===== config.mk =====
export PLATFORM = sky130hd
export DESIGN_NAME = servo_sweep_sequencer
export DESIGN_NICKNAME = d
export VERILOG_FILES = /design/src/rtl/sss_pkg.sv /design/src/rtl/servo_sweep_sequencer.sv
export SDC_FILE = /design/constraint.sdc
export NUM_CORES = 1
export LEC_CHECK = 0
export ABC_AREA = 1
export CORE_MARGIN = 1
export CORE_UTILIZATION = 35
export CTS_CLUSTER_SIZE = 25
export DETAILED_ROUTE_END_ITERATION = 8
export DONT_BUFFER_PORTS = 1
export PLACE_DENSITY = 0.47
export SYNTH_ARGS = -nofsm -noshare
export SYNTH_HDL_FRONTEND = slang
export SYNTH_SLANG_ARGS = --single-unit

===== constraint.sdc =====
create_clock -name clk -period 11.6 [get_ports clk]
set_input_delay 1.16 -clock clk [delete_from_list [all_inputs] [get_ports clk]]
set_output_delay 1.16 -clock clk [all_outputs]
set_load 0.02 [all_outputs]

===== src/rtl/sss_pkg.sv =====
// ----------------------------------------------------------------------------
// sss_pkg: shared types and constants of the servo sweep sequencer
// Item structs, register indexes, reset values and the angle-to-duty table.
// ----------------------------------------------------------------------------
package sss_pkg;

  localparam int unsigned ANGLE_W    = 8;
  localparam int unsigned DUTY_W     = 10;
  localparam int unsigned ELAPSED_W  = 6;
  localparam int unsigned PHASE_W    = 2;
  localparam int unsigned TIMER_W    = 16;
  localparam int unsigned SWEEP_W    = 17;
  localparam int unsigned HOLD_W     = 10;
  localparam int unsigned CFG_IDX_W  = 3;
  localparam int unsigned CFG_DATA_W = 16;

  // serial arithmetic: span is the multiplier, products and dividends are 24 bits
  localparam int unsigned PROD_W    = ANGLE_W + TIMER_W;
  localparam int unsigned STEP_W    = 5;
  localparam int unsigned MUL_STEPS = ANGLE_W;
  localparam int unsigned DIV_STEPS = PROD_W;

  localparam logic [ANGLE_W-1:0] ANGLE_MAX = ANGLE_W'(180);
  localparam logic [ANGLE_W-1:0] ANGLE_MID = ANGLE_W'(90);

  localparam logic [SWEEP_W-1:0] SWEEP_TIME_MAX = {SWEEP_W{1'b1}};
  localparam logic [TIMER_W-1:0] TIMER_MAX      = {TIMER_W{1'b1}};

  // sweep phase codes
  localparam logic [PHASE_W-1:0] PH_IDLE  = PHASE_W'(0);
  localparam logic [PHASE_W-1:0] PH_SWEEP = PHASE_W'(1);
  localparam logic [PHASE_W-1:0] PH_DWELL = PHASE_W'(2);

  // register indexes
  localparam logic [CFG_IDX_W-1:0] REG_ONE_WAY     = CFG_IDX_W'(0);
  localparam logic [CFG_IDX_W-1:0] REG_END_REST    = CFG_IDX_W'(1);
  localparam logic [CFG_IDX_W-1:0] REG_DETACH      = CFG_IDX_W'(2);
  localparam logic [CFG_IDX_W-1:0] REG_START_DELAY = CFG_IDX_W'(3);
  localparam logic [CFG_IDX_W-1:0] REG_HOLD        = CFG_IDX_W'(4);

  localparam logic [TIMER_W-1:0] ONE_WAY_RST     = TIMER_W'(3000);
  localparam logic [TIMER_W-1:0] END_REST_RST    = TIMER_W'(3000);
  localparam logic [TIMER_W-1:0] DETACH_RST      = TIMER_W'(1000);
  localparam logic [TIMER_W-1:0] START_DELAY_RST = TIMER_W'(5000);
  localparam logic [HOLD_W-1:0]  HOLD_RST        = HOLD_W'(60);

  typedef struct packed {
    logic [ELAPSED_W-1:0] elapsed_ms;
    logic                 vehicle_moving;
  } in_item_t;

  typedef struct packed {
    logic [ANGLE_W-1:0] angle_deg;
    logic [DUTY_W-1:0]  pulse_duty;
    logic               servo_attached;
    logic [PHASE_W-1:0] sweep_phase;
  } out_item_t;

  typedef logic [255:0][DUTY_W-1:0] duty_tab_t;

  // pulse width 500..2500 us over 0..180 degrees, as a 10-bit duty of a 20 ms frame
  function automatic duty_tab_t build_duty_tab();
    duty_tab_t tab;
    int unsigned deg;
    int unsigned us;
    for (int i = 0; i < 256; i++) begin
      deg = (i > 180) ? 180 : i;
      us = 500 + (2000 * deg) / 180;
      tab[i] = DUTY_W'((us * 50 * 1023) / 1000000);
    end
    return tab;
  endfunction

  localparam duty_tab_t DUTY_TAB = build_duty_tab();

  function automatic logic [ANGLE_W-1:0] far_end(input logic [ANGLE_W-1:0] deg);
    return (deg >= ANGLE_MID) ? '0 : ANGLE_MAX;
  endfunction

endpackage


===== src/rtl/servo_sweep_sequencer.sv =====
// ----------------------------------------------------------------------------
// servo_sweep_sequencer: radar servo sweep control
// Phase, timer and attach logic with a bit-serial multiplier and divider
// that interpolate the sweep angle.
// ----------------------------------------------------------------------------
// Sequence: outside the interpolating part of a sweep an accepted item goes straight to the
//   finish state; while interpolating it runs one 8-step multiply and one 24-step divide
//   for the duration, then the same for the step; only the first pair runs when the sweep
//   has reached its time. Items go one at a time: input stalls until the result register
//   is loaded, and a stalled result holds off the next item.
// Reset: synchronous, clears all sequencing state and loads the register defaults.
module servo_sweep_sequencer (
  input  logic                                 clk,
  input  logic                                 rst,
  input  logic                                 in_valid,
  output logic                                 in_stall,
  input  sss_pkg::in_item_t                    in_data,
  output logic                                 out_valid,
  input  logic                                 out_stall,
  output sss_pkg::out_item_t                   out_data,
  input  logic                                 cfg_we,
  input  logic [sss_pkg::CFG_IDX_W-1:0]        cfg_index,
  input  logic [sss_pkg::CFG_DATA_W-1:0]       cfg_data
);

  localparam logic [1:0] S_IDLE = 2'd0;
  localparam logic [1:0] S_MUL  = 2'd1;
  localparam logic [1:0] S_DIV  = 2'd2;
  localparam logic [1:0] S_FIN  = 2'd3;

  localparam logic [sss_pkg::PHASE_W-1:0] PH_IDLE  = sss_pkg::PH_IDLE;
  localparam logic [sss_pkg::PHASE_W-1:0] PH_SWEEP = sss_pkg::PH_SWEEP;
  localparam logic [sss_pkg::PHASE_W-1:0] PH_DWELL = sss_pkg::PH_DWELL;

  localparam int unsigned AW = sss_pkg::ANGLE_W;
  localparam int unsigned TW = sss_pkg::TIMER_W;
  localparam int unsigned SW = sss_pkg::SWEEP_W;
  localparam int unsigned PW = sss_pkg::PROD_W;

  // configuration
  logic [TW-1:0] one_way_ms, end_rest_ms, detach_ms, start_delay_ms;
  logic [sss_pkg::HOLD_W-1:0] hold_ms;

  // sequencing state
  logic [1:0]                   st;
  logic [sss_pkg::PHASE_W-1:0]  phase;
  logic [AW-1:0]                current_angle, start_angle, target_angle;
  logic [SW-1:0]                sweep_time;
  logic [TW-1:0]                dwell_time, since_stopped;
  logic                         need_start_delay, attached, was_moving;

  // serial arithmetic
  logic                         pass;
  logic [sss_pkg::STEP_W-1:0]   cnt;
  logic [PW-1:0]                acc;
  logic [TW-1:0]                mcand;
  logic [AW-1:0]                mpl;
  logic [TW-1:0]                rem;
  logic [PW-1:0]                divq;
  logic [TW-1:0]                dur;
  logic [SW-1:0]                t_rel;

  // next values for an accepted item
  logic [sss_pkg::PHASE_W-1:0]  phase_next;
  logic [AW-1:0]                current_angle_next, start_angle_next, target_angle_next;
  logic [SW-1:0]                sweep_time_next, t_rel_next;
  logic [TW-1:0]                dwell_time_next, since_stopped_next;
  logic                         need_start_delay_next, attached_next, was_moving_next;
  logic                         go_arith, launch, delay_ok;
  logic [AW-1:0]                tgt_base;
  logic [SW:0]                  sw_sum;
  logic [TW:0]                  dw_sum, ss_sum;

  logic                         in_acc;
  logic                         down;
  logic [AW-1:0]                span;
  logic [PW-1:0]                acc_next;
  logic [TW:0]                  rem_sh;
  logic [TW-1:0]                divisor;
  logic                         q_bit;
  logic [PW-1:0]                divq_next;
  logic [TW-1:0]                rem_next;
  logic                         out_free;

  assign in_stall = (st != S_IDLE);
  assign in_acc   = in_valid && !in_stall;
  assign out_free = !out_valid || !out_stall;

  assign down = (target_angle < start_angle);
  assign span = down ? (start_angle - target_angle) : (target_angle - start_angle);

  always_comb begin
    sw_sum = {1'b0, sweep_time} + (SW + 1)'(in_data.elapsed_ms);
    dw_sum = {1'b0, dwell_time} + (TW + 1)'(in_data.elapsed_ms);
    ss_sum = {1'b0, since_stopped} + (TW + 1)'(in_data.elapsed_ms);
    sweep_time_next    = sw_sum[SW] ? sss_pkg::SWEEP_TIME_MAX : sw_sum[SW-1:0];
    dwell_time_next    = dw_sum[TW] ? sss_pkg::TIMER_MAX : dw_sum[TW-1:0];
    since_stopped_next = ss_sum[TW] ? sss_pkg::TIMER_MAX : ss_sum[TW-1:0];

    was_moving_next       = was_moving;
    need_start_delay_next = need_start_delay;
    if (in_data.vehicle_moving != was_moving) begin
      was_moving_next = in_data.vehicle_moving;
      if (!in_data.vehicle_moving) begin
        since_stopped_next    = '0;
        need_start_delay_next = 1'b1;
      end
    end

    phase_next         = phase;
    current_angle_next = current_angle;
    start_angle_next   = start_angle;
    target_angle_next  = target_angle;
    attached_next      = attached;
    go_arith           = 1'b0;
    launch             = 1'b0;
    tgt_base           = target_angle;
    t_rel_next         = sweep_time_next - SW'(hold_ms);
    delay_ok = !need_start_delay_next ||
               (!in_data.vehicle_moving && (since_stopped_next >= start_delay_ms));

    unique case (phase)
      PH_SWEEP: begin
        if (sweep_time_next >= SW'(hold_ms)) begin
          go_arith = 1'b1;
        end else begin
          current_angle_next = start_angle;
        end
      end
      PH_DWELL: begin
        if (attached && (dwell_time_next >= detach_ms)) begin
          attached_next = 1'b0;
        end
        if (!in_data.vehicle_moving && (dwell_time_next >= end_rest_ms) && delay_ok) begin
          launch   = 1'b1;
          tgt_base = sss_pkg::far_end(current_angle);
        end
      end
      default: begin
        phase_next    = PH_IDLE;
        attached_next = 1'b0;
        if (delay_ok) begin
          launch = 1'b1;
        end
      end
    endcase

    if (launch) begin
      need_start_delay_next = 1'b0;
      start_angle_next      = current_angle;
      target_angle_next     = (current_angle == tgt_base) ?
                              sss_pkg::far_end(current_angle) : tgt_base;
      attached_next         = 1'b1;
      sweep_time_next       = '0;
      phase_next            = PH_SWEEP;
    end
  end

  // shift-add multiplier, multiplier bits msb first
  assign acc_next = {acc[PW-2:0], 1'b0} + (mpl[AW-1] ? PW'(mcand) : '0);

  // restoring divider, one quotient bit per cycle
  assign divisor   = pass ? dur : TW'(sss_pkg::ANGLE_MAX);
  assign rem_sh    = {rem, divq[PW-1]};
  assign q_bit     = (rem_sh >= {1'b0, divisor});
  assign rem_next  = q_bit ? TW'(rem_sh - {1'b0, divisor}) : rem_sh[TW-1:0];
  assign divq_next = {divq[PW-2:0], q_bit};

  always_ff @(posedge clk) begin
    if (rst) begin
      one_way_ms       <= sss_pkg::ONE_WAY_RST;
      end_rest_ms      <= sss_pkg::END_REST_RST;
      detach_ms        <= sss_pkg::DETACH_RST;
      start_delay_ms   <= sss_pkg::START_DELAY_RST;
      hold_ms          <= sss_pkg::HOLD_RST;
      st               <= S_IDLE;
      out_valid        <= 1'b0;
      phase            <= PH_IDLE;
      current_angle    <= '0;
      start_angle      <= '0;
      target_angle     <= sss_pkg::ANGLE_MAX;
      sweep_time       <= '0;
      dwell_time       <= '0;
      since_stopped    <= '0;
      need_start_delay <= 1'b1;
      attached         <= 1'b0;
      was_moving       <= 1'b0;
      pass             <= 1'b0;
      cnt              <= '0;
    end else begin
      if (cfg_we) begin
        unique case (cfg_index)
          sss_pkg::REG_ONE_WAY:     one_way_ms     <= cfg_data;
          sss_pkg::REG_END_REST:    end_rest_ms    <= cfg_data;
          sss_pkg::REG_DETACH:      detach_ms      <= cfg_data;
          sss_pkg::REG_START_DELAY: start_delay_ms <= cfg_data;
          sss_pkg::REG_HOLD:        hold_ms        <= cfg_data[sss_pkg::HOLD_W-1:0];
          default: ;
        endcase
      end

      if ((st == S_FIN) && out_free) begin
        out_valid <= 1'b1;
      end else if (out_valid && !out_stall) begin
        out_valid <= 1'b0;
      end

      unique case (st)
        S_IDLE: begin
          if (in_acc) begin
            phase            <= phase_next;
            current_angle    <= current_angle_next;
            start_angle      <= start_angle_next;
            target_angle     <= target_angle_next;
            sweep_time       <= sweep_time_next;
            dwell_time       <= dwell_time_next;
            since_stopped    <= since_stopped_next;
            need_start_delay <= need_start_delay_next;
            attached         <= attached_next;
            was_moving       <= was_moving_next;
            t_rel            <= t_rel_next;
            if (go_arith) begin
              // duration = span * one_way_ms / 180
              pass  <= 1'b0;
              cnt   <= '0;
              acc   <= '0;
              mcand <= one_way_ms;
              mpl   <= span;
              st    <= S_MUL;
            end else begin
              st <= S_FIN;
            end
          end
        end
        S_MUL: begin
          acc <= acc_next;
          mpl <= {mpl[AW-2:0], 1'b0};
          if (cnt == sss_pkg::STEP_W'(sss_pkg::MUL_STEPS - 1)) begin
            cnt  <= '0;
            rem  <= '0;
            divq <= acc_next;
            st   <= S_DIV;
          end else begin
            cnt <= cnt + 1'b1;
          end
        end
        S_DIV: begin
          rem  <= rem_next;
          divq <= divq_next;
          if (cnt == sss_pkg::STEP_W'(sss_pkg::DIV_STEPS - 1)) begin
            cnt <= '0;
            if (!pass) begin
              dur <= divq_next[TW-1:0];
              if ((divq_next[TW-1:0] == '0) || (t_rel >= SW'(divq_next[TW-1:0]))) begin
                // sweep time is up: arrive at the target
                current_angle <= target_angle;
                attached      <= 1'b1;
                phase         <= PH_DWELL;
                dwell_time    <= '0;
                st            <= S_FIN;
              end else begin
                // step = span * t / duration, t below duration fits 16 bits
                pass  <= 1'b1;
                acc   <= '0;
                mcand <= t_rel[TW-1:0];
                mpl   <= span;
                st    <= S_MUL;
              end
            end else begin
              current_angle <= down ? (start_angle - divq_next[AW-1:0])
                                    : (start_angle + divq_next[AW-1:0]);
              attached <= 1'b1;
              if ((down ? (start_angle - divq_next[AW-1:0])
                        : (start_angle + divq_next[AW-1:0])) == target_angle) begin
                phase      <= PH_DWELL;
                dwell_time <= '0;
              end
              st <= S_FIN;
            end
          end else begin
            cnt <= cnt + 1'b1;
          end
        end
        S_FIN: begin
          if (out_free) begin
            st <= S_IDLE;
          end
        end
        default: st <= S_IDLE;
      endcase
    end
  end

  // result register, loaded as the item finishes
  always_ff @(posedge clk) begin
    if ((st == S_FIN) && out_free) begin
      out_data.angle_deg      <= current_angle;
      out_data.pulse_duty     <= sss_pkg::DUTY_TAB[current_angle];
      out_data.servo_attached <= attached;
      out_data.sweep_phase    <= phase;
    end
  end

`ifndef SYNTHESIS
  a_accept_busy: assert property (@(posedge clk) disable iff (rst)
    (in_valid && !in_stall) |=> (st != S_IDLE))
    else $error("accepted item did not start processing");

  a_result_from_fin: assert property (@(posedge clk) disable iff (rst)
    $rose(out_valid) |-> ($past(st) == S_FIN))
    else $error("result appeared without a finished item");

  a_idle_released: assert property (@(posedge clk) disable iff (rst)
    (out_valid && (out_data.sweep_phase == PH_IDLE)) |-> !out_data.servo_attached)
    else $error("servo attached while idle");

  a_angle_range: assert property (@(posedge clk) disable iff (rst)
    out_valid |-> (out_data.angle_deg <= sss_pkg::ANGLE_MAX))
    else $error("angle beyond 180 degrees");

  a_sweep_attached: assert property (@(posedge clk) disable iff (rst)
    (out_valid && (out_data.sweep_phase == PH_SWEEP)) |-> out_data.servo_attached)
    else $error("servo released during a sweep");
`endif

endmodule


## Word level (Yosys, flattened, before mapping)

Memory sizes are Yosys's and may differ from the RTL's. A register that Yosys moved wholly into a read port is not among the register bits.
Index checks and enable logic that the tools add are counted.

- Shift operators: 0
- Eq/ne operators: 28
- Reduce and logical (&&, ||, !) cells: 44
- Divide/modulo/power cells: 0
- Multiply operators: 0
- Order comparisons: 8
- $add $sub $neg: 11
- Bitwise logic cells: 2
- Mux-type cells: 95

Operators with widths:

| operator | count |
|---|---|
| $mux 16 | 18 |
| $mux 8 | 17 |
| $mux 23 | 5 |
| $pmux 16 s2 | 3 |
| $pmux 23 s3 | 1 |
| $ge 16x16->1 | 3 |
| $pmux 24 s2 | 1 |
| $add 16x6->17 | 2 |
| $ge 17x16->1 | 2 |
| $mux 17 | 2 |
| $mux 2 | 14 |
| $add 24x16->24 | 1 |
| $mux 24 | 1 |
| $pmux 8 s3 | 1 |
| $sub 8x8->8 | 3 |
| $mux 1 | 20 |
| $mux 5 | 4 |
| $add 17x6->18 | 1 |
| $reduce_and 6->1 | 3 |
| $ge 17x10->1 | 1 |
| $sub 17x10->17 | 1 |
| $eq 8x8->1 | 2 |
| $logic_not 16->1 | 1 |
| $ne 2x2->1 const B | 8 |
| other kinds (35) | 73 |

- Bits in registers: 292
- Input bits: 31
- Memory bits (read-only): 2560
- Bits in writable memories: 0
- Bits in latches: 0
- Output and inout bits: 23
- Memories: 1
- Word-level logic and storage cells: 218

Memories:

| memory | depth | bits a word | read ports | clocked after memory_dff | write ports | RTL line | RTL |
|---|---|---|---|---|---|---|---|
| (name not given) | 256 | 10 | 1 | 1 | 0 | servo_sweep_sequencer.sv:298 | `out_data.pulse_duty <= sss_pkg::DUTY_TAB[current_angle];` |

## Logic depth before layout (Yosys ltp)

- Depth in word-level cells: 13
- Gate-level depth with buffers: 38
- Gate-level depth less buffers: 37

## Worst setup path before layout

Ideal clock, no wire load.

- Path type: input to register
- From: input port in_data[5] (netlist bit)
- To: register acc[0] (enable)
- Data required time: 11.186 ns
- Path buffers: 1
- Stages: 24
- Path slack: 6.044 ns
- Library setup time: 0.414 ns
- Arrival: 5.142 ns
- Cells stage by stage: ha_1 > a21oi_1 > nor2_1 > nor2_2 > nand2_2 > nand2_4 > nor2_8 > nand2_8 > o21ai_0 > ha_1 > nand3_1 > nand2_1 > nand2_1 > nand2_1 > a21oi_1 > o21ai_0 > nand2_1 > and3_4 > nand3_2 > nand2_2 > nand2_2 > buf_6 > nand2_1 > nor3_2

- Word-level cells in the longest chain between the ends: 7

RTL lines:

| item | RTL line | RTL |
|---|---|---|
| start, declared | servo_sweep_sequencer.sv:17 | `input sss_pkg::in_item_t in_data,` |
| $add 17x6->18 | servo_sweep_sequencer.sv:93 | `sw_sum = {1'b0, sweep_time} + (SW + 1)'(in_data.elapsed_ms);` |
| $mux 17 | servo_sweep_sequencer.sv:96 | `sweep_time_next = sw_sum[SW] ? sss_pkg::SWEEP_TIME_MAX : sw_sum[SW-1:0];` |
| $ge 17x10->1 | servo_sweep_sequencer.sv:124 | `if (sweep_time_next >= SW'(hold_ms)) begin` |
| $mux 1 | servo_sweep_sequencer.sv:124 |  |
| $mux 1 | servo_sweep_sequencer.sv:122 | `unique case (phase)` |
| $ne 2x2->1 (no source line) | n/a |  |
| $reduce_and 7->1 (no source line) | n/a |  |
| end signal, assigned | servo_sweep_sequencer.sv:236 | `acc <= acc_next;` |
| end, declared | servo_sweep_sequencer.sv:55 | `logic [PW-1:0] acc;` |

Every way passes these cells.
A chain may end at the register's enable or synchronous reset.

## Worst setup path after layout

- From: input port in_data[1] (netlist bit)
- To: register sweep_time[16]

- Word-level cells in the longest chain between the ends: 11
- Elaborated cells on any way between the ends: 18
- Those cells by class: 3 x add/sub; 2 x order compare; 9 x mux; 4 x reduce/logical

RTL lines:

| item | RTL line | RTL |
|---|---|---|
| $add 16x6->17 | servo_sweep_sequencer.sv:95 | `ss_sum = {1'b0, since_stopped} + (TW + 1)'(in_data.elapsed_ms);` |
| $mux 16 | servo_sweep_sequencer.sv:98 | `since_stopped_next = ss_sum[TW] ? sss_pkg::TIMER_MAX : ss_sum[TW-1:0];` |
| $mux 16 | servo_sweep_sequencer.sv:104 | `if (!in_data.vehicle_moving) begin` |
| $mux 16 | servo_sweep_sequencer.sv:102 | `if (in_data.vehicle_moving != was_moving) begin` |
| $ge 16x16->1 | servo_sweep_sequencer.sv:120 | `(!in_data.vehicle_moving && (since_stopped_next >= start_delay_ms));` |
| $logic_and 1x1->1 | servo_sweep_sequencer.sv:120 |  |
| $logic_or 1x1->1 | servo_sweep_sequencer.sv:119 | `delay_ok = !need_start_delay_next \|\|` |
| $logic_and 1x1->1 | servo_sweep_sequencer.sv:134 | `if (!in_data.vehicle_moving && (dwell_time_next >= end_rest_ms) && delay_ok) begin` |
| $mux 1 | servo_sweep_sequencer.sv:134 |  |
| $pmux 1 s2 | servo_sweep_sequencer.sv:122 |  |
| $mux 17 (*) | servo_sweep_sequencer.sv:148 | `if (launch) begin` |
| end signal, assigned | servo_sweep_sequencer.sv:215 | `sweep_time <= sweep_time_next;` |
| end, declared | servo_sweep_sequencer.sv:48 | `logic [SW-1:0] sweep_time;` |

Every way passes the cells marked *; elsewhere a longest branch is shown, timed or not.

==> results_dict.tcl <==
set metrics [dict create \
    status "completed" \
    cp_data_required_time_ps 12070 \
    grt_max_degree 100 \
    worstHoldEndpoint "one_way_ms[8]$_SDFFE_PP1P_" \
    synth_common_cells "nand2_1 (580), inv_1 (285), a21oi_1 (223)" \
    wl_per_cell_um 16.4 \
    dieArea_um2 56100 \
    clockBufferDepth 3 \
    ys_types 65 \
    via_count 16200 \
    avgSynthCellArea_um2 7.69 \
    drcViolationCount 0 \
    powerDensity_nw_per_um2 236 \
    post_cts_resize_count 0 \
    placed_cells 3139 \
    clk_latency_ps 570 \
    tightestPinTransition_ps 1170 \
    wl_met3_um 2370 \
    cts_tree "done" \
    vdd_drop_max_uv 104 \
    skew_ps 25.1 \
    coreArea_um2 54100 \
    instances_no_fill 3210 \
    antenna_found_initial 1 \
    r2r-start "pass$_SDFFE_PP0P_" \
    fin_crit_sh_pct 52.8 \
    ys_ff_latch 299 \
    area_growth_pct 10.3 \
    synth_edf_count 138 \
    yosys_warnings 0 \
    r2r_end "dwell_time[0]$_SDFFE_PP0P_" \
    dp_hpwl_um 39000 \
    first_global_vias 15700 \
    clock.fmax_ghz 0.163 \
    slew_headroom_pct 21.6 \
    root_buffer "clkbuf_16" \
    synth_area_leader_cell "edfxtp_1" \
    cts_setup_buffers 0 \
    seqCellArea_um2 7370 \
    portBuffers 0 \
    min_path_cells 2 \
    netlist_instances 2511 \
    hold_viol_final 0 \
    top_layer "met4" \
    path_class "in -> reg" \
    p_leak_nw 9.46 \
    worstRegToRegCells 29 \
    hp-start "one_way_ms[8]$_SDFFE_PP1P_" \
    synth_top_area_share_pct 21.5 \
    gp_congestion 0.858 \
    rsz0062_at_grt "no" \
    clkTransAtPathRegs_ps 60 \
    ios 54 \
    synth_area_um2 19300 \
    cp-start-kind "input pin" \
    final.fill_count 5545 \
    viasPerCell 5.05 \
    start_util_pct 35.7 \
    routedLengthMet1_um 26000 \
    hold_class "reg -> reg" \
    ctsHoldBuffers 0 \
    period_needed_ps 6130 \
    htree_levels 2 \
    wl_met2_um 23300 \
    numCtsBuffers 39 \
    drive_gt1_share_pct 5.97 \
    slew_violations 0 \
    critPathCaptureType "flop" \
    num-nets-final 2689 \
    die_height_um 237 \
    dominantRegCellSynth "dfxtp_1" \
    multi_input_area_um2 10500 \
    holdWs_ps 463 \
    grt_pass1_wl_um 84500 \
    setup_tns_ps 0 \
    antenna_left 0 \
    route.final.wire_length_um 52700 \
    die_w_um 237 \
    setup_viol 0 \
    yosysMostFrequentCell "nand2_1" \
    async_flop_share_pct 0 \
    synth_area_leaders "edfxtp_1 (21%), dfxtp_1 (17%), nand2_1 (11%)" \
    r2r_slack_ps 5600 \
    rows 85 \
    yosysSeqAreaShare_pct 38.2 \
    drtIter0Drc 867 \
    drt_pass1_iterations 5 \
    cap_violations 0 \
    crit_arrival_ps 6600 \
    grt_usage_pct 18.8 \
    diodes 0 \
    cp_max_fo 17 \
    overflow 0 \
    cts_sinks 299 \
]
==> per-layer routing <==
metal	up-vias	track usage, %
li1	8338	-
met1	7511	26.0
met2	317	30.3
met3	56	2.89
met4	0	5.53
met5	-	0
==> per-stage QoR <==
step	utilization (%)	setup slack, ps	total power (W)	cell area, um2
floorplan	-	6040	0.00324	19300
global placement	36.9	5110	0.00377	20000
detailed placement	36.9	4890	0.00379	20000
CTS	39.3	5450	0.00507	21300
global route	39.3	4900	0.00544	21300
finish	39.3	5470	0.00502	21300
==> flip-flops by register name, indices dropped and copies added (netlist names), 10 cells and up <==
signal / flops
acc: 23
detach_ms: 16
divq: 24
dur: 16
dwell_time: 16
end_rest_ms: 16
hold_ms: 10
mcand: 16
one_way_ms: 16
out_data: 18
rem: 16
since_stopped: 16
start_delay_ms: 16
sweep_time: 17
t_rel: 17
==> worst max-delay path, stage by stage <==
cell and delay (ps):
ha_1 200, fa_1 410, nand3_1 90, nand2_1 90, a21oi_1 140, o21ai_0 170, nand2_1 170, nor2_1 80
nand2_1 430, inv_1 200, or2_2 370, ha_1 300, nand2_1 70, o21ai_0 100, a21oi_1 190, nand3_1 230
nand2_1 120, inv_1 60, nand2_1 310, nand2_1 180, nor2_1 150, inv_1 70, nor2_1 880, o21ai_0 240
a21oi_1 200
==> cells by family (layout without fill, tap and decap cells) <==
family          count (synthesis)  after routing  share of synthesized area, %
buf+inv                       381            382                          7.66
fa+ha+maj                     174            174                          11.6
mux                             2              2                         0.104
simple gates                 1025           1025                          22.8
other cells                     1              3                        0.0194
compound gates                539            539                          15.5
xor+xnor                       90             90                          4.08
flops                         299            299                          38.2
==> report_power, final <==
group          switching (W)  total [W]  internal, W
clock network       0.000487    0.00125     0.000763
registers           0.000180    0.00159      0.00141
logic                0.00141    0.00218     0.000765
total                0.00208    0.00502      0.00294
==> final cells by class <==
class                   count  area share (%)
clock buffers              53            5.22
multi-input cells        1833            49.3
inverters                 295            5.22
well taps                 696            4.09
clock inverters            18            1.01
flip-flops and latches    299            34.6
repair buffers             16           0.564
==> worst max path at each step <==
| stage | start | cells after the start | end |
|---|---|---|---|
| 6_report | in_data[1] | 25 | sweep_time[16]$_SDFFE_PP0P_ |
| 5_1_grt | in_data[1] | 25 | sweep_time[16]$_SDFFE_PP0P_ |
| 4_1_cts | in_data[1] | 25 | sweep_time[16]$_SDFFE_PP0P_ |
| 3_5_place_dp | in_data[1] | 25 | sweep_time[16]$_SDFFE_PP0P_ |
| 3_3_place_gp | in_data[1] | 25 | sweep_time[16]$_SDFFE_PP0P_ |
| 2_1_floorplan | in_data[5] | 24 | acc[0]$_SDFFCE_PN0P_ |
==> cell usage in the layout (no fill, tap or decap), drive strengths merged, types with 3 or more instances in the layout <==
cell type	n
nand3b	9
nor3	26
o21ai	217
o21bai	3
a31oi	6
edfxtp	138
bufinv	4
o21a	3
buf	16
o221ai	10
a221oi	3
dfxtp	161
ha	165
or2	16
nand3	120
nor2	229
conb	3
o22ai	11
a21o	9
xor2	59
nand4	24
a211oi	7
clkbuf	53
o31ai	6
inv	290
o2111ai	4
fa	9
nor4	5
xnor2	31
nand2	591
a21oi	232
o211ai	25
clkinv	17
(Power assumes the default switching activity.)
